`src/wild_pkg.sv`:
```
// ----------------------------------------------------------------------------
// wild_pkg
// shared types, opcode constants and opcode class helpers for the
// webassembly instruction length decoder
// ----------------------------------------------------------------------------
package wild_pkg;

    localparam logic [7:0] OPC_END           = 8'h0b;
    localparam logic [7:0] OPC_CALL_INDIRECT = 8'h11;
    localparam logic [7:0] OPC_GET_GLOBAL    = 8'h23;
    localparam logic [7:0] OPC_I32_CONST     = 8'h41;
    localparam logic [7:0] OPC_F64_CONST     = 8'h44;

    typedef struct packed {
        logic       valid;
        logic [7:0] opcode;
        logic       init_legal;
        logic       error;
    } t_res;

    function automatic logic is_init_opcode(input logic [7:0] op);
        return (op == OPC_END) || (op == OPC_GET_GLOBAL) ||
               ((op >= OPC_I32_CONST) && (op <= OPC_F64_CONST));
    endfunction

endpackage

```
`src/wasm_instruction_length_decoder_top.sv`:
```
// ----------------------------------------------------------------------------
// wasm_instruction_length_decoder_top
// webassembly mvp instruction length decoder, one code byte per beat
//
//   channel   direction  handshake                   payload
//   in        sink       i_in_valid / o_in_stall     i_code_byte
//   out       source     o_out_valid / i_out_stall   o_opcode, o_byte_length,
//                                                    o_init_legal, o_error
//   cfg       sink       i_cfg_valid / o_cfg_ready   i_expression_mode
//
// one byte accepted per cycle while the output side keeps moving
// a result passes one input register, the decode logic and one result register
// on its way from its last byte to the out channel
// synchronous active-low reset returns decoding to an opcode boundary
// an output stall backs up into the input stage and then into o_in_stall
// ----------------------------------------------------------------------------
module wasm_instruction_length_decoder_top import wild_pkg::*; #(
    parameter int LENGTH_BITS = 16
) (
    input  logic                   i_clk,
    input  logic                   i_rst_n,
    input  logic                   i_cfg_valid,
    output logic                   o_cfg_ready,
    input  logic                   i_expression_mode,
    input  logic                   i_in_valid,
    output logic                   o_in_stall,
    input  logic [7:0]             i_code_byte,
    output logic                   o_out_valid,
    input  logic                   i_out_stall,
    output logic [7:0]             o_opcode,
    output logic [LENGTH_BITS-1:0] o_byte_length,
    output logic                   o_init_legal,
    output logic                   o_error
);

    logic                   advance;
    logic                   in_valid;
    logic [7:0]             in_byte;
    t_res                   res;
    logic [LENGTH_BITS-1:0] res_length;

    assign o_cfg_ready = 1'b1;

    wild_in_stage u_in (
        .i_clk       (i_clk),
        .i_rst_n     (i_rst_n),
        .i_in_valid  (i_in_valid),
        .o_in_stall  (o_in_stall),
        .i_code_byte (i_code_byte),
        .i_advance   (advance),
        .o_valid     (in_valid),
        .o_byte      (in_byte)
    );

    wild_dec #(
        .LENGTH_BITS (LENGTH_BITS)
    ) u_dec (
        .i_clk             (i_clk),
        .i_rst_n           (i_rst_n),
        .i_cfg_valid       (i_cfg_valid),
        .i_expression_mode (i_expression_mode),
        .i_step            (in_valid && advance),
        .i_byte            (in_byte),
        .o_res             (res),
        .o_length          (res_length)
    );

    wild_out_stage #(
        .LENGTH_BITS (LENGTH_BITS)
    ) u_out (
        .i_clk         (i_clk),
        .i_rst_n       (i_rst_n),
        .i_res         ('{valid: res.valid && in_valid && advance, opcode: res.opcode,
                          init_legal: res.init_legal, error: res.error}),
        .i_length      (res_length),
        .o_advance     (advance),
        .o_out_valid   (o_out_valid),
        .i_out_stall   (i_out_stall),
        .o_opcode      (o_opcode),
        .o_byte_length (o_byte_length),
        .o_init_legal  (o_init_legal),
        .o_error       (o_error)
    );

endmodule

```
`src/wild_in_stage.sv`:
```
// ----------------------------------------------------------------------------
// wild_in_stage
// input register for code bytes, stalls only when the held beat cannot move
// ----------------------------------------------------------------------------
module wild_in_stage (
    input  logic       i_clk,
    input  logic       i_rst_n,
    input  logic       i_in_valid,
    output logic       o_in_stall,
    input  logic [7:0] i_code_byte,
    input  logic       i_advance,
    output logic       o_valid,
    output logic [7:0] o_byte
);

    logic       r_valid;
    logic [7:0] r_byte;

    assign o_in_stall = r_valid && !i_advance;
    assign o_valid    = r_valid;
    assign o_byte     = r_byte;

    always_ff @(posedge i_clk) begin
        if (!i_rst_n) begin
            r_valid <= 1'b0;
        end else if (!o_in_stall) begin
            r_valid <= i_in_valid;
        end
    end

    always_ff @(posedge i_clk) begin
        if (!o_in_stall && i_in_valid) begin
            r_byte <= i_code_byte;
        end
    end

endmodule

```
`src/wild_out_stage.sv`:
```
// ----------------------------------------------------------------------------
// wild_out_stage
// result register, frees itself when the downstream beat is taken
// ----------------------------------------------------------------------------
module wild_out_stage import wild_pkg::*; #(
    parameter int LENGTH_BITS = 16
) (
    input  logic                   i_clk,
    input  logic                   i_rst_n,
    input  t_res                   i_res,
    input  logic [LENGTH_BITS-1:0] i_length,
    output logic                   o_advance,
    output logic                   o_out_valid,
    input  logic                   i_out_stall,
    output logic [7:0]             o_opcode,
    output logic [LENGTH_BITS-1:0] o_byte_length,
    output logic                   o_init_legal,
    output logic                   o_error
);

    logic                   r_valid;
    logic [7:0]             r_opcode;
    logic [LENGTH_BITS-1:0] r_length;
    logic                   r_legal;
    logic                   r_error;

    assign o_advance     = !r_valid || !i_out_stall;
    assign o_out_valid   = r_valid;
    assign o_opcode      = r_opcode;
    assign o_byte_length = r_length;
    assign o_init_legal  = r_legal;
    assign o_error       = r_error;

    always_ff @(posedge i_clk) begin
        if (!i_rst_n) begin
            r_valid <= 1'b0;
        end else if (o_advance) begin
            r_valid <= i_res.valid;
        end
    end

    always_ff @(posedge i_clk) begin
        if (o_advance && i_res.valid) begin
            r_opcode <= i_res.opcode;
            r_length <= i_length;
            r_legal  <= i_res.init_legal;
            r_error  <= i_res.error;
        end
    end

endmodule

```
`src/wild_dec.sv`:
```
// ----------------------------------------------------------------------------
// wild_dec
// per-byte decode state: immediate skipping, leb tracking, length counters,
// expression mode register
// ----------------------------------------------------------------------------
module wild_dec import wild_pkg::*; #(
    parameter int LENGTH_BITS = 16
) (
    input  logic                   i_clk,
    input  logic                   i_rst_n,
    input  logic                   i_cfg_valid,
    input  logic                   i_expression_mode,
    input  logic                   i_step,
    input  logic [7:0]             i_byte,
    output t_res                   o_res,
    output logic [LENGTH_BITS-1:0] o_length
);

    localparam logic [2:0] PH_OPCODE = 3'd0;
    localparam logic [2:0] PH_LEB1   = 3'd1;
    localparam logic [2:0] PH_LEB5   = 3'd2;
    localparam logic [2:0] PH_LEB10  = 3'd3;
    localparam logic [2:0] PH_COUNT  = 3'd4;
    localparam logic [2:0] PH_RAW    = 3'd5;

    logic                   r_mode;
    logic [2:0]             r_phase,  n_phase;
    logic [7:0]             r_cur,    n_cur;
    logic [3:0]             r_seen,   n_seen;
    logic [32:0]            r_left,   n_left;
    logic [31:0]            r_acc,    n_acc;
    logic [3:0]             r_raw,    n_raw;
    logic [LENGTH_BITS-1:0] r_il,     n_il;
    logic [LENGTH_BITS-1:0] r_el,     n_el;
    logic                   r_legal,  n_legal;

    logic [LENGTH_BITS-1:0] il_base;
    logic [LENGTH_BITS-1:0] il_inc;
    logic [LENGTH_BITS-1:0] el_inc;
    logic [7:0]             cur;
    logic [3:0]             seen_inc;
    logic [3:0]             max_bytes;
    logic [32:0]            left_dec;
    logic [3:0]             raw_dec;
    logic [31:0]            acc_part;
    logic [31:0]            acc_upd;
    logic                   done;
    logic                   err;
    logic                   legal_acc;

    always_comb begin
        n_phase  = r_phase;
        n_cur    = r_cur;
        n_seen   = r_seen;
        n_left   = r_left;
        n_acc    = r_acc;
        n_raw    = r_raw;
        n_legal  = r_legal;
        done     = 1'b0;
        err      = 1'b0;
        o_res    = '0;
        o_length = '0;

        il_base   = (r_phase == PH_OPCODE) ? '0 : r_il;
        il_inc    = (&il_base) ? il_base : il_base + LENGTH_BITS'(1);
        el_inc    = (&r_el) ? r_el : r_el + LENGTH_BITS'(1);
        cur       = (r_phase == PH_OPCODE) ? i_byte : r_cur;
        seen_inc  = r_seen + 4'd1;
        left_dec  = (r_left == '0) ? r_left : r_left - 33'd1;
        raw_dec   = (r_raw == '0) ? r_raw : r_raw - 4'd1;
        max_bytes = (r_phase == PH_LEB1) ? 4'd1 : (r_phase == PH_LEB5) ? 4'd5 : 4'd10;
        legal_acc = 1'b0;

        case (r_seen)
            4'd0:    acc_part = {25'd0, i_byte[6:0]};
            4'd1:    acc_part = {18'd0, i_byte[6:0], 7'd0};
            4'd2:    acc_part = {11'd0, i_byte[6:0], 14'd0};
            4'd3:    acc_part = {4'd0, i_byte[6:0], 21'd0};
            4'd4:    acc_part = {i_byte[3:0], 28'd0};
            default: acc_part = '0;
        endcase
        acc_upd = r_acc | acc_part;

        unique case (r_phase)
            PH_OPCODE: begin
                n_cur = i_byte;
                n_acc = '0;
                unique case (i_byte) inside
                    [8'h02:8'h04], 8'h3f, 8'h40: begin
                        n_phase = PH_LEB1;
                        n_seen  = '0;
                        n_left  = 33'd1;
                    end
                    8'h0c, 8'h0d, 8'h10, OPC_CALL_INDIRECT, [8'h20:8'h24], OPC_I32_CONST: begin
                        n_phase = PH_LEB5;
                        n_seen  = '0;
                        n_left  = 33'd1;
                    end
                    [8'h28:8'h3e]: begin
                        n_phase = PH_LEB5;
                        n_seen  = '0;
                        n_left  = 33'd2;
                    end
                    8'h42: begin
                        n_phase = PH_LEB10;
                        n_seen  = '0;
                        n_left  = 33'd1;
                    end
                    8'h0e: begin
                        n_phase = PH_COUNT;
                        n_seen  = '0;
                        n_left  = '0;
                    end
                    8'h43: begin
                        n_phase = PH_RAW;
                        n_raw   = 4'd4;
                    end
                    OPC_F64_CONST: begin
                        n_phase = PH_RAW;
                        n_raw   = 4'd8;
                    end
                    default: begin
                        done = 1'b1;
                    end
                endcase
            end
            PH_LEB1, PH_LEB5, PH_LEB10: begin
                n_seen = seen_inc;
                if (i_byte[7]) begin
                    err = (seen_inc >= max_bytes);
                end else begin
                    n_seen = '0;
                    n_left = left_dec;
                    if (left_dec == '0) begin
                        if (r_phase == PH_LEB5 && r_cur == OPC_CALL_INDIRECT) begin
                            n_phase = PH_LEB1;
                            n_left  = 33'd1;
                        end else begin
                            done = 1'b1;
                        end
                    end
                end
            end
            PH_COUNT: begin
                if (r_seen < 4'd5) begin
                    n_acc = acc_upd;
                end
                n_seen = seen_inc;
                if (i_byte[7]) begin
                    err = (seen_inc >= 4'd5);
                end else begin
                    n_phase = PH_LEB5;
                    n_seen  = '0;
                    n_left  = {1'b0, n_acc} + 33'd1;
                end
            end
            PH_RAW: begin
                n_raw = raw_dec;
                done  = (raw_dec == '0);
            end
            default: begin
                n_phase = PH_OPCODE;
            end
        endcase

        n_il = il_inc;
        n_el = el_inc;

        if (done || err) begin
            n_phase = PH_OPCODE;
            n_seen  = '0;
            n_left  = '0;
            n_raw   = '0;
            if (!r_mode) begin
                o_res.valid      = 1'b1;
                o_res.opcode     = cur;
                o_res.init_legal = is_init_opcode(cur);
                o_res.error      = err;
                o_length         = il_inc;
                n_el             = '0;
                n_legal          = 1'b1;
            end else begin
                legal_acc = r_legal & is_init_opcode(cur);
                n_legal   = legal_acc;
                if (cur == OPC_END || err) begin
                    o_res.valid      = 1'b1;
                    o_res.opcode     = cur;
                    o_res.init_legal = legal_acc;
                    o_res.error      = err;
                    o_length         = el_inc;
                    n_el             = '0;
                    n_legal          = 1'b1;
                end
            end
        end
    end

    always_ff @(posedge i_clk) begin
        if (!i_rst_n) begin
            r_mode <= 1'b0;
        end else if (i_cfg_valid) begin
            r_mode <= i_expression_mode;
        end
    end

    always_ff @(posedge i_clk) begin
        if (!i_rst_n) begin
            r_phase <= PH_OPCODE;
            r_cur   <= '0;
            r_seen  <= '0;
            r_left  <= '0;
            r_acc   <= '0;
            r_raw   <= '0;
            r_il    <= '0;
            r_el    <= '0;
            r_legal <= 1'b1;
        end else if (i_step) begin
            r_phase <= n_phase;
            r_cur   <= n_cur;
            r_seen  <= n_seen;
            r_left  <= n_left;
            r_acc   <= n_acc;
            r_raw   <= n_raw;
            r_il    <= n_il;
            r_el    <= n_el;
            r_legal <= n_legal;
        end
    end

    a_raw_range: assert property (@(posedge i_clk) disable iff (!i_rst_n)
        (r_phase == PH_RAW) |-> (r_raw != '0 && r_raw <= 4'd8))
        else $error("raw byte count out of range");

    a_leb_pending: assert property (@(posedge i_clk) disable iff (!i_rst_n)
        (r_phase == PH_LEB1 || r_phase == PH_LEB5 || r_phase == PH_LEB10) |-> (r_left != '0))
        else $error("leb phase with no values left");

    a_leb_bound: assert property (@(posedge i_clk) disable iff (!i_rst_n)
        (r_phase == PH_LEB1 || r_phase == PH_LEB5 || r_phase == PH_LEB10) |-> (r_seen < max_bytes))
        else $error("leb byte count past its maximum");

    a_emit_restart: assert property (@(posedge i_clk) disable iff (!i_rst_n)
        (i_step && o_res.valid) |=> (r_phase == PH_OPCODE))
        else $error("result given without return to opcode");

endmodule
```
`config.mk`:
```
export PLATFORM = sky130hd
export DESIGN_NAME = wasm_instruction_length_decoder_top
export DESIGN_NICKNAME = d
export VERILOG_FILES = /design/src/wild_pkg.sv /design/src/wasm_instruction_length_decoder_top.sv /design/src/wild_in_stage.sv /design/src/wild_out_stage.sv /design/src/wild_dec.sv
export SDC_FILE = /design/constraint.sdc
export NUM_CORES = 1
export LEC_CHECK = 0
export BUFFER_PORTS_ARGS = -buffer_cell sky130_fd_sc_hd__buf_2
export CORE_ASPECT_RATIO = 1.4
export CORE_MARGIN = 4
export CORE_UTILIZATION = 65
export DETAILED_ROUTE_END_ITERATION = 8
export GPL_ROUTABILITY_DRIVEN = 0
export PLACE_DENSITY = 0.84
export SLEW_MARGIN = 30
export SYNTH_ARGS = -nofsm -noshare
export SYNTH_HDL_FRONTEND = slang
export SYNTH_HIERARCHICAL = 1
export SYNTH_SLANG_ARGS = --single-unit
```
`constraint.sdc`:
```
create_clock -name i_clk -period 9.65 [get_ports i_clk]
set_input_delay 0.4825 -clock i_clk [delete_from_list [all_inputs] [get_ports i_clk]]
set_output_delay 0.4825 -clock i_clk [all_outputs]
set_load 0.05 [all_outputs]
```
==> Yosys cells after proc, flatten, opt, wreduce, memory -nomap -nowiden <==
Cells that the tools add are included.
{ "totals": {"wordCells": 165, "in_bits": 14, "regBits": 154} }
{ "op_classes": {"reduce_logical": 46, "bitwise_logic": 2, "order_cmp": 11, "eq_ne": 32, "add_sub_neg": 6, "muxes": 51} }
{ "op_table": {"columns": ["cell", "count"], "rows": [
  ["$mux W33", 6],
  ["$pmux W33 S3", 2],
  ["$pmux W32 S5", 1],
  ["$mux W16", 8],
  ["$logic_not A33 Y1", 2],
  ["$mux W32", 2],
  ["$pmux W32 S2", 1],
  ["$eq A8 B7 Y1 const B", 5],
  ["$add A32 B1 Y33 const B", 1],
  ["$mux W11", 3],
  ["$sub A33 B1 Y33 const B", 1],
  ["$add A16 B1 Y16 const B", 2],
  ["$eq A8 B4 Y1 const B", 4],
  ["$or A32 B32 Y32", 1],
  ["$reduce_and A16 Y1", 2],
  ["$mux W4", 7],
  ["$eq A8 B5 Y1 const B", 3],
  ["$pmux W4 S2", 3],
  ["$eq A8 B6 Y1 const B", 2],
  ["$ge A8 B6 Y1 const B", 2],
  ["$le A8 B6 Y1 const B", 2],
  ["$mux W3", 5],
  ["$pmux W3 S5", 1],
  ["$reduce_or A14 Y1", 1],
  ["46 further kinds", 81]
]} }

==> Longest topological paths before layout <==
Gate-level depths: netlist of run 1.
{ "depth": {"depth_word": 13, "ltp_mapped": 17, "mapped_depth_nobuf": 15} }

==> Cells and area by module <==
The synthesis of run 1 kept the hierarchy.
{ "by_module_without_submodules": {"columns": ["module", "area_each_um2", "n_inst", "cells_each"], "rows": [
  ["wild_dec", 8456.9, 1, 1167],
  ["wild_out_stage", 822.0, 1, 31],
  ["wild_in_stage", 287.8, 1, 12],
  ["wasm_instruction_length_decoder_top", 23.8, 1, 4]
]} }

==> Worst setup path after synthesis of run 1 <==
OpenSTA, ideal clock, no wires.
{ "synth_timing": {"kind": "register to register", "start": "reg u_dec.r_left[24]", "end": "reg u_out.r_length[0], in the netlist u_out/o_byte_length[0], enable pin", "setup_time_ns": 0.385, "path_stages_with_launch": 14, "path_slack_ns": 4.805, "arrival_time_ns": 4.460, "required_time_ns": 9.265, "synth_period_minus_slack_ns": 4.845, "path_cell_list": "dfxtp_1 or4_4 or4_4 nor4_4 buf_6 a31oi_1 or4_1 or4_1 nor3_2 a21oi_2 or2_1 inv_1 and3_1 and2_1"} }
{ "synth_rtl": {"columns": ["item", "line", "rtl"], "rows": [
  ["start, declared", "wild_dec.sv:30", "logic [32:0] r_left, n_left;"],
  ["start signal, assigned", "wild_dec.sv:221", "r_left <= n_left;"],
  ["end signal, assigned", "wild_out_stage.sv:45", "r_length <= i_length;"],
  ["end, declared", "wild_out_stage.sv:23", "logic [LENGTH_BITS-1:0] r_length;"]
]} }

==> metrics.md, run 1 <==
| Metric | Value |
|---|---|
| Hold WC Path Type | in -> reg |
| DIE AREA | 16,800 um^2 |
| Fillers | 1,188 |
| Sw Share | 29.1% |
| Die height | 152 um |
| Final WS setup | 3540 ps |
| Die width | 111 um |
| Total GRT Usage | 34.3% |
| Syn nets | 1,242 |
| Simple-gate share of the synthesized area | 27.9% |
| Routed wire length | 29.1 mm |
| Dpl cells | 1,380 |
| WP data required | 9720 ps |
| Vias | 9,675 |
| H-tree Lvls | 4 |
| Worst Path Buf+Inv | 1 |
| CTS tree | built |
| CTS resizes | 0 |
| Crit path kind | reg -> reg |
| Power per cell area | 144 nW/um^2 |
| Seq/Total Area, Yosys | 35.7% |
| Number of global-route vias before repair | 9,039 |
| Top cells by count, synth | nor2_1 (137), nand2_1 (126), dfxtp_1 (120) |
| Clock slew at reported path FFs | 70 ps |
| Startpoint types | register |
| I/O Buffers | 41 |
| Core Footprint | 14,400 um^2 |
| Post-synth EDFFs | 34 |
| Crit path arrival time | 6180 ps |
| Switch Pwr | 435 uW |
| Flops & latches, synth | 154 |
| Layout cells sized above 1 | 8.42% |
| Cells after Synth | 1,214 |
| Diodes inserted | 0 |
| Mean Syn Cell Area | 7.90 um^2 |
| Adder-cell share of the synthesized area | 1.93% |
| Critical path's top delay family | simple AND/OR/NAND/NOR gates |
| I/O pin count | 43 |
| Slew @ Worst Pin | 912 ps |
| Final ANT Viol Nets | 0 |
| Starting Density | 66.4% |
| Slowest-stage cell, CP | nor4_4 |
| YS warnings | 6 |
| Main combinational cell family by area after synthesis | simple AND/OR/NAND/NOR gates |
| Outcome | complete, no violations |
| Nets | 1,238 |
| FP Rows | 52 |
| Clock share of power | 44.4% |
| Area contributors post-synth | dfxtp_1 (25%), edfxtp_1 (11%), nor2_1 (5.4%), a21oi_1 (5.1%), nand2_1 (4.9%) |
| Post-synthesis mux area share | 1.27% |
| Post-synthesis compound-gate area fraction | 22.0% |
| Non-filler instance count after layout | 1,412 |
| CP Capture Type | register |
| DRC Markers | 0 |
| Number of post-CTS setup repair buffers | 0 |
| Grt ovf | 0 |
| Maximum capacitance violations | 0 |
| CP max FO | 26 |
| WL per Instance | 20.6 um |
| Unrepaired setup endpoints after global routing | false |
| Leak | 0.00374 uW |
| Max stage delay on crit path | 750 ps |
| Sequential power share | 46.1% |
| Top cell type's share of synthesized area | 25.0% |
| Root Buffer | clkbuf_16 |
| # hold bufs at CTS | 0 |
| Comb pwr share | 9.5% |
| Final Hold Vio Count | 0 |
| Slew Viols, Final | 0 |
| DR iter-0 viols | 1,304 |
| Post-DP HPWL | 20.4 mm |
| Async set or reset register ratio after synthesis | 0% |
| Mapped cell area | 9590 um^2 |
| Xor-xnor portion of the synthesized cell area | 6.67% |
| Tmin final | 6110 ps |
| Synth-to-Final Area Change | 8.49% |
| CTS buffer count | 17 |
| Synth Flop Type | dfxtp_1 |
| CTS max path bufs | 2 |
| Final Setup Violations | 0 |
| Fin crit share | 63.3% |
| Int Power | 1060 uW |
| Largest net degree at the start of global routing | 67 |
| DR pass1 iterations | 6 |
| F_max | 164 MHz |
| Yosys cell types | 79 |
| First-pass GRT wire length | 46.0 mm |
| Max transition margin | 39.0% |
| Yosys top cell by area | dfxtp_1 |
| Top-count cell post-synth | nor2_1 |
| CP Cell Sequence | or4_4, or4_4, nor4_4, o31ai_1, or4_1, or4_1, nor3_2, a21oi_2, or2_1, inv_1, and3_1, and2_2 |
| DP Worst Slack | 3740 ps |
| Skew final | 11.7 ps |
| Setup_tns | 0 ps |
| Peak supply drop | 130 uV |
| Via density per instance | 6.85 |
| Antenna violations before repair | 0 |
| Skew-Pair Late Insertion Delay | 440 ps |
| Sink Count | 154 |
-- flip-flops by register name, indices dropped and copies added, names as in the netlist, 3 cells and up --
| register | cells |
|---|---|
| u_in/o_byte | 8 |
| u_dec/r_il | 16 |
| u_dec/r_seen | 4 |
| u_dec/r_left | 33 |
| u_out/o_byte_length | 16 |
| u_dec/r_acc | 32 |
| u_dec/r_cur | 8 |
| u_out/o_opcode | 8 |
| u_dec/r_phase | 3 |
| u_dec/r_raw | 4 |
| u_dec/r_el | 16 |
-- per-layer routing --
layer	up-vias	track usage, %	routed length [um]
li1	4427	-	-
met3	202	5.48	2110
met2	595	60.2	14400
met5	-	0	0
met1	4451	36.3	10100
met4	0	28.4	2510
-- logic make-up (layout without fill, tap and decap cells) --
kind of cell | count (synthesis) | in the layout
other | 1 | 1
and+or+nand+nor | 530 | 530
AOI/OAI and AO/OA | 322 | 322
muxes | 12 | 12
xor gates and xnor gates | 73 | 73
DFF | 154 | 154
buffers and inverters | 107 | 116
adders and majority gates | 15 | 15
-- worst register-to-register path, delay by kind of cell, from the launching register on --
family                 cells  cell delay [ps]
buffers and inverters      1              250
AND/OR/NAND/NOR            9             4730
flip-flops                 1              370
AO/OA/AOI/OAI              2              390
-- cell usage in the layout (no fill, tap or decap), types with 15 or more instances in the layout --
cell / synthesis / final
a21boi_0: 16 / 16
a21oi_1: 97 / 97
a22oi_1: 16 / 16
a31oi_1: 18 / 18
a32oi_1: 15 / 15
and3_1: 16 / 16
buf_2: 3 / 41
clkbuf_16: 0 / 17
dfxtp_1: 120 / 120
edfxtp_1: 34 / 34
inv_1: 33 / 33
nand2_1: 126 / 126
nand3_1: 37 / 37
nand4_1: 15 / 15
nor2_1: 137 / 135
nor2b_1: 35 / 35
nor3_1: 45 / 45
nor3b_1: 15 / 15
nor4_1: 26 / 26
o21ai_0: 59 / 59
or4_1: 15 / 15
xnor2_1: 36 / 36
xor2_1: 37 / 37
-- final timing paths --
check,from,end,slack [ps],depth (start not counted)
worst max-delay path,u_dec/r_left[24],u_out/o_opcode[4],3540,12
worst min register to register,u_dec/r_acc[26],u_dec/r_acc[26],480,2
worst min-delay path,i_code_byte[7],u_in/o_byte[7],230,1
worst max register to register,u_dec/r_left[24],u_out/o_opcode[4],3540,12
-- cell type report --
class                   count  area [um^2]  area share [%]
clock buffers              17          425            4.09
clock inverters            15          171            1.65
inverters                  33          124            1.19
multi-input cells         953         5740            55.2
flip-flops and latches    154         3420            32.9
well taps                 189          236            2.27
repair buffers             51          280            2.69
-- per-stage QoR --
stage	total power [uW]	util (%)	hold WS, ps	cell area, um^2
2_1_floorplan	801	-	437	9590
3_3_place_gp	838	67.9	449	9800
3_5_place_dp	841	67.9	455	9810
4_1_cts	1500	72.0	213	10400
5_1_grt	1540	72.0	210	10400
6_report	1490	72.0	225	10400
-- power by group through the flow --
stage | Sequential [uW] | Combinational, uW | Clock [uW]
2_1_floorplan | 717 | 84.4 | 0
3_3_place_gp | 703 | 135 | 0
3_5_place_dp | 703 | 138 | 0
4_1_cts | 688 | 138 | 670
5_1_grt | 690 | 150 | 703
6_report | 689 | 141 | 663
Power figures use the tool's default switching activity.
==> run 2: changes to the inputs <==
--- a/config.mk
+++ b/config.mk
@@ -8,10 +8,10 @@
 export BUFFER_PORTS_ARGS = -buffer_cell sky130_fd_sc_hd__buf_2
 export CORE_ASPECT_RATIO = 1.4
 export CORE_MARGIN = 4
-export CORE_UTILIZATION = 65
+export CORE_UTILIZATION = 63
 export DETAILED_ROUTE_END_ITERATION = 8
 export GPL_ROUTABILITY_DRIVEN = 0
-export PLACE_DENSITY = 0.84
+export PLACE_DENSITY = 0.81
 export SLEW_MARGIN = 30
 export SYNTH_ARGS = -nofsm -noshare
 export SYNTH_HDL_FRONTEND = slang
==> constraint.sdc (replaced) <==
create_clock -name i_clk -period 5.7 [get_ports i_clk]
set_input_delay 0.285 -clock i_clk [delete_from_list [all_inputs] [get_ports i_clk]]
set_output_delay 0.285 -clock i_clk [all_outputs]
set_load 0.05 [all_outputs]
==> run 2 against run 1 <==
Effect of this change: flip-flop and latch count is the same; worst hold slack lost 200 ps; largest cell class unchanged; critical path type unchanged; sequential power grew 70%; highest routed layer unchanged; combinational power up 68%; register-to-register slack worse by 3000 ps; first-iteration DRC count is 8.5% lower; largest power group unchanged; count of clock-buffer cells in the layout unchanged; sequential share of layout area barely moved.
==> metrics.md, run 2 (synthesized netlist as in run 1, its figures left out) <==
| Metric | Value |
|---|---|
| Outcome | complete, no violations |
| Grt ovf | 0 |
| Post-route cell area | 10,400 um^2 |
| I/O Buffers | 41 |
| Synth-to-Final Area Change | 8.65% |
| Antenna violations before repair | 0 |
| Max transition margin | 32.4% |
| Power per cell area | 241 nW/um^2 |
| Max stage delay on crit path | 580 ps |
| DR iter-0 viols | 1,193 |
| Crit path kind | reg -> reg |
| Unrepaired setup endpoints after global routing | false |
| Diodes inserted | 0 |
| Vias | 9,628 |
| Number of global-route vias before repair | 9,179 |
| Setup_tns | 0 ps |
| Die width | 112 um |
| Final Power | 2510 uW |
| DR pass1 iterations | 6 |
| Dpl cells | 1,388 |
| Slowest-stage cell, CP | or4_4 |
| CTS buffer count | 17 |
| WL per Instance | 20.8 um |
| Slew @ Worst Pin | 1010 ps |
| WP data required | 5800 ps |
| Reg with most FFs | u_dec/r_left |
| Min-Delay Startpoint | i_code_byte[1] |
| DIE AREA | 17,300 um^2 |
| Largest net degree at the start of global routing | 67 |
| Placed cell area | 9850 um^2 |
| Routed wire length | 29.6 mm |
| CP Cell Sequence | or4_4, or4_4, nor4_4, a31oi_1, or4_1, or4_1, nor3_2, a21oi_2, or2_1, inv_1, and3_1, and2_1, buf_4 |
| H-tree Lvls | 4 |
| Via density per instance | 6.78 |
| Max reg flops | 33 |
| Peak supply drop | 201 uV |
| Tmin final | 5110 ps |
| CTS max path bufs | 2 |
| Most frequent cells in the layout | nor2_1 (135), nand2_1 (126), dfxtp_1 (120) |
| CTS tree | built |
| Final Setup Violations | 0 |
| Fillers | 1,258 |
| Worst Path Buf+Inv | 2 |
| # hold bufs at CTS | 0 |
| Hold WC Path Type | in -> reg |
| Nets | 1,243 |
| R2R Setup Slk | 590 ps |
| CP Capture Type | register |
| Starting Density | 64.0% |
| Final ANT Viol Nets | 0 |
| Skew-Pair Late Insertion Delay | 430 ps |
| Post-DP HPWL | 20.7 mm |
| Final Hold Vio Count | 0 |
| Beginning of the critical path | u_dec/r_left[24] |
| Skew final | 10.3 ps |
| Core Footprint | 15,000 um^2 |
| Maximum capacitance violations | 0 |
| Fin util | 69.5% |
| Sink Count | 154 |
| Biggest regs | u_dec/r_left (33), u_dec/r_acc (32) |
| I/O pin count | 43 |
| Critical path's top delay family | simple AND/OR/NAND/NOR gates |
| Layout cells sized above 1 | 8.63% |
| Commonest non-fill, non-tap cell in the layout | nor2_1 |
| Startpoint types | register |
| RR Startpoint | u_dec/r_left[24] |
| FP Rows | 53 |
| CTS resizes | 0 |
| F_max | 196 MHz |
| Non-filler instance count after layout | 1,420 |
| Fin crit share | 89.7% |
| Slew Viols, Final | 0 |
| DRC Markers | 0 |
| Number of post-CTS setup repair buffers | 0 |
| Crit path arrival time | 5210 ps |
| Leak | 0.00374 uW |
| Die height | 154 um |
| CP max FO | 25 |
| Root Buffer | clkbuf_16 |
| First-pass GRT wire length | 47.2 mm |
| Total GRT Usage | 34.2% |
| Clock slew at reported path FFs | 60 ps |
## run 2: layout make-up
type | count | area (um^2) | area share (%)
Multi-Input combinational cell | 953 | 5750 | 55.2
Sequential cell | 154 | 3420 | 32.9
Clock buffer | 17 | 425 | 4.08
Timing Repair Buffer | 56 | 318 | 3.05
Tap cell | 192 | 240 | 2.31
Clock inverter | 15 | 143 | 1.37
Inverter | 33 | 124 | 1.19
## run 2: stage by stage
stage / hold WS, ps / worst slack (ps)
finish: 27.9 / 587
global route: 12.8 / 418
CTS: 16.6 / 672
detailed placement: 462 / 731
global placement: 449 / 808
floorplan: 384 / 855
## run 2: routing by layer
| metal | share of wire, % | vias to the layer above | GRT usage (%) | wire [um] |
|---|---|---|---|---|
| li1 | - | 4437 | - | - |
| met1 | 35 | 4477 | 38.6 | 10500 |
| met2 | 50 | 536 | 57.9 | 14700 |
| met3 | 6.9 | 178 | 5.67 | 2030 |
| met4 | 7.9 | 0 | 24.5 | 2350 |
| met5 | 0 | - | 0 | 0 |
## run 2: power breakdown
group / switching, uW / internal (uW)
Sequential: 31.3 / 1140
Clock: 494 / 608
Combinational: 174 / 62.9
Total: 699 / 1810
## run 2: worst paths after layout
check | end | depth (start not counted)
setup reg to reg | u_out/o_opcode[0] | 13
hold / removal | u_in/o_byte[1] | 1
hold reg to reg | u_dec/r_legal | 2
setup / recovery | u_out/o_opcode[0] | 13
==> run 3: changes to the inputs <==
--- a/config.mk
+++ b/config.mk
@@ -8,10 +8,10 @@
 export BUFFER_PORTS_ARGS = -buffer_cell sky130_fd_sc_hd__buf_2
 export CORE_ASPECT_RATIO = 1.4
 export CORE_MARGIN = 4
-export CORE_UTILIZATION = 63
+export CORE_UTILIZATION = 65
 export DETAILED_ROUTE_END_ITERATION = 8
 export GPL_ROUTABILITY_DRIVEN = 0
-export PLACE_DENSITY = 0.81
+export PLACE_DENSITY = 0.84
 export SLEW_MARGIN = 30
 export SYNTH_ARGS = -nofsm -noshare
 export SYNTH_HDL_FRONTEND = slang
==> constraint.sdc (replaced) <==
create_clock -name i_clk -period 5.95 [get_ports i_clk]
set_input_delay 0.2975 -clock i_clk [delete_from_list [all_inputs] [get_ports i_clk]]
set_output_delay 0.2975 -clock i_clk [all_outputs]
set_load 0.05 [all_outputs]
==> run 3 against run 2 <==
Effect of this change: clock skew is 3.2 ps lower; first-iteration DRC count rose by 3.7%; critical path depth unchanged; count of clock-buffer cells in the layout grew 1; clock power about the same; routed wire length down 1.8%; non-clock buffer count decreased by 5; largest power group unchanged.
==> metrics.md, run 3 (synthesized netlist as in run 1, its figures left out) <==
| Metric | Value |
|---|---|
| F_max | 189 MHz |
| CTS buffer count | 17 |
| Setup_tns | 0 ps |
| Leak | 0.00374 uW |
| Power per cell area | 234 nW/um^2 |
| Total GRT Usage | 34.4% |
| Post-DP HPWL | 20.1 mm |
| Max transition margin | 36.2% |
| Slew Viols, Final | 0 |
| Antenna violations before repair | 0 |
| # hold bufs at CTS | 0 |
| FP Rows | 52 |
| Slew @ Worst Pin | 957 ps |
| Fillers | 1,178 |
| I/O Buffers | 41 |
| Starting Density | 66.4% |
| DP Worst Slack | 763 ps |
| Unrepaired setup endpoints after global routing | false |
| Commonest non-fill, non-tap cell in the layout | nor2_1 |
| Worst Reg-to-Reg Cells | 13 |
| WL per Instance | 20.6 um |
| Maximum capacitance violations | 0 |
| Synth-to-Final Area Change | 8.44% |
| Routed wire length | 29.0 mm |
| Post-route cell area | 10,400 um^2 |
| Nets | 1,238 |
| Final ANT Viol Nets | 0 |
| Number of post-CTS setup repair buffers | 0 |
| Footprint of the multi-input gates | 5740 um^2 |
| Routed met2 length | 14.5 mm |
| Biggest regs | u_dec/r_left (33), u_dec/r_acc (32) |
| Worst hold stages | 1 |
| Largest net degree at the start of global routing | 67 |
| First-pass GRT wire length | 46.0 mm |
| Non-filler instance count after layout | 1,412 |
| Core Footprint | 14,400 um^2 |
| Tmin final | 5300 ps |
| Die width | 111 um |
| Skew-Pair Late Insertion Delay | 440 ps |
| Layout cells sized above 1 | 8.34% |
| Min-Delay Startpoint | i_code_byte[5] |
| Vias | 9,701 |
| Sink Count | 154 |
| Reg with most FFs | u_dec/r_left |
| Fin util | 72.0% |
| Fin crit share | 89.0% |
| CTS resizes | 0 |
| CTS max path bufs | 2 |
| Hold WC Path Type | in -> reg |
| Dpl cells | 1,380 |
| I/O pin count | 43 |
| Diodes inserted | 0 |
| RR Startpoint | u_dec/r_left[24] |
| Skew final | 7.06 ps |
| Peak supply drop | 238 uV |
| Final WS setup | 652 ps |
| Via density per instance | 6.87 |
| Number of global-route vias before repair | 9,166 |
| CP max FO | 26 |
| R2r endpoint | u_out/o_opcode[0] |
| Grt ovf | 0 |
| Critical path's top delay family | simple AND/OR/NAND/NOR gates |
| Slowest-stage cell, CP | nor4_4 |
| Reg area | 3420 um^2 |
| Uppermost layer routed | met4 |
| WP data required | 6060 ps |
| H-tree Lvls | 4 |
| DRC Markers | 0 |
| CP Cell Sequence | or4_4, or4_4, nor4_4, o31ai_1, or4_1, or4_1, nor3_2, a21oi_2, or2_1, inv_1, and3_1, and2_1, buf_4 |
| Root Buffer | clkbuf_16 |
| Die height | 152 um |
| Final Hold Vio Count | 0 |
| Final Setup Violations | 0 |
| Startpoint types | register |
| Met1 wire length | 10.2 mm |
| Most frequent cells in the layout | nor2_1 (135), nand2_1 (126), dfxtp_1 (120) |
| Worst Path Buf+Inv | 2 |
| Min-Delay Endpoint | u_in/o_byte[5] |
| Outcome | complete, no violations |
| R2R Setup Slk | 650 ps |
| Max stage delay on crit path | 670 ps |
| DR iter-0 viols | 1,237 |
| CP Capture Type | register |
| Clock slew at reported path FFs | 60 ps |
| Crit path arrival time | 5400 ps |
| DR pass1 iterations | 6 |
| Met3 Wirelength | 2.17 mm |
| DIE AREA | 16,800 um^2 |
| Max reg flops | 33 |
| CTS tree | built |
| Placed cell area | 9800 um^2 |
| Crit path kind | reg -> reg |
-- run 3: final cells by class --
type / instances / area share, %
Clock buffer: 18 / 4.22
Multi-Input combinational cell: 953 / 55.2
Sequential cell: 154 / 32.9
Inverter: 33 / 1.19
Tap cell: 189 / 2.27
Clock inverter: 14 / 1.49
Timing Repair Buffer: 51 / 2.69
-- run 3: layer usage --
metal / vias up / track usage (%)
met5: - / 0
met3: 171 / 5.76
met4: 0 / 26.3
met2: 598 / 61.0
li1: 4434 / -
met1: 4498 / 36.7
-- run 3: worst max path at each step --
stage                          start                      to  slack, ps  cells past startpoint
floorplan           u_dec/r_left[24]  u_out/o_byte_length[0]       1110                     13
finish              u_dec/r_left[24]       u_out/o_opcode[0]        650                     13
global route        u_dec/r_left[18]       u_out/o_opcode[2]        340                     13
CTS                 u_dec/r_left[24]       u_out/o_opcode[2]        740                     13
global placement    u_dec/r_left[24]       u_out/o_opcode[0]        830                     13
detailed placement  u_dec/r_left[24]       u_out/o_opcode[1]        760                     13
-- run 3: report_power, final --
group / internal, uW / switching [uW]
Combinational: 58.7 / 162
Sequential: 1090 / 31.2
Clock: 604 / 488
Total: 1750 / 681
-- run 3: metrics by stage --
stage | total power (uW) | hold WS, ps
floorplan | 1300 | 396
global placement | 1360 | 449
detailed placement | 1360 | 463
CTS | 2440 | 26.0
global route | 2510 | 19.5
finish | 2440 | 32.7
-- run 3: worst register-to-register path, stage by stage, from the launching register on --
cell     delay, ps
dfxtp_1        360
or4_4          590
or4_4          480
nor4_4         670
o31ai_1        210
or4_1          440
or4_1          540
nor3_2         280
a21oi_2        100
or2_1          390
inv_1          230
and3_1         200
and2_1         120
buf_4          320
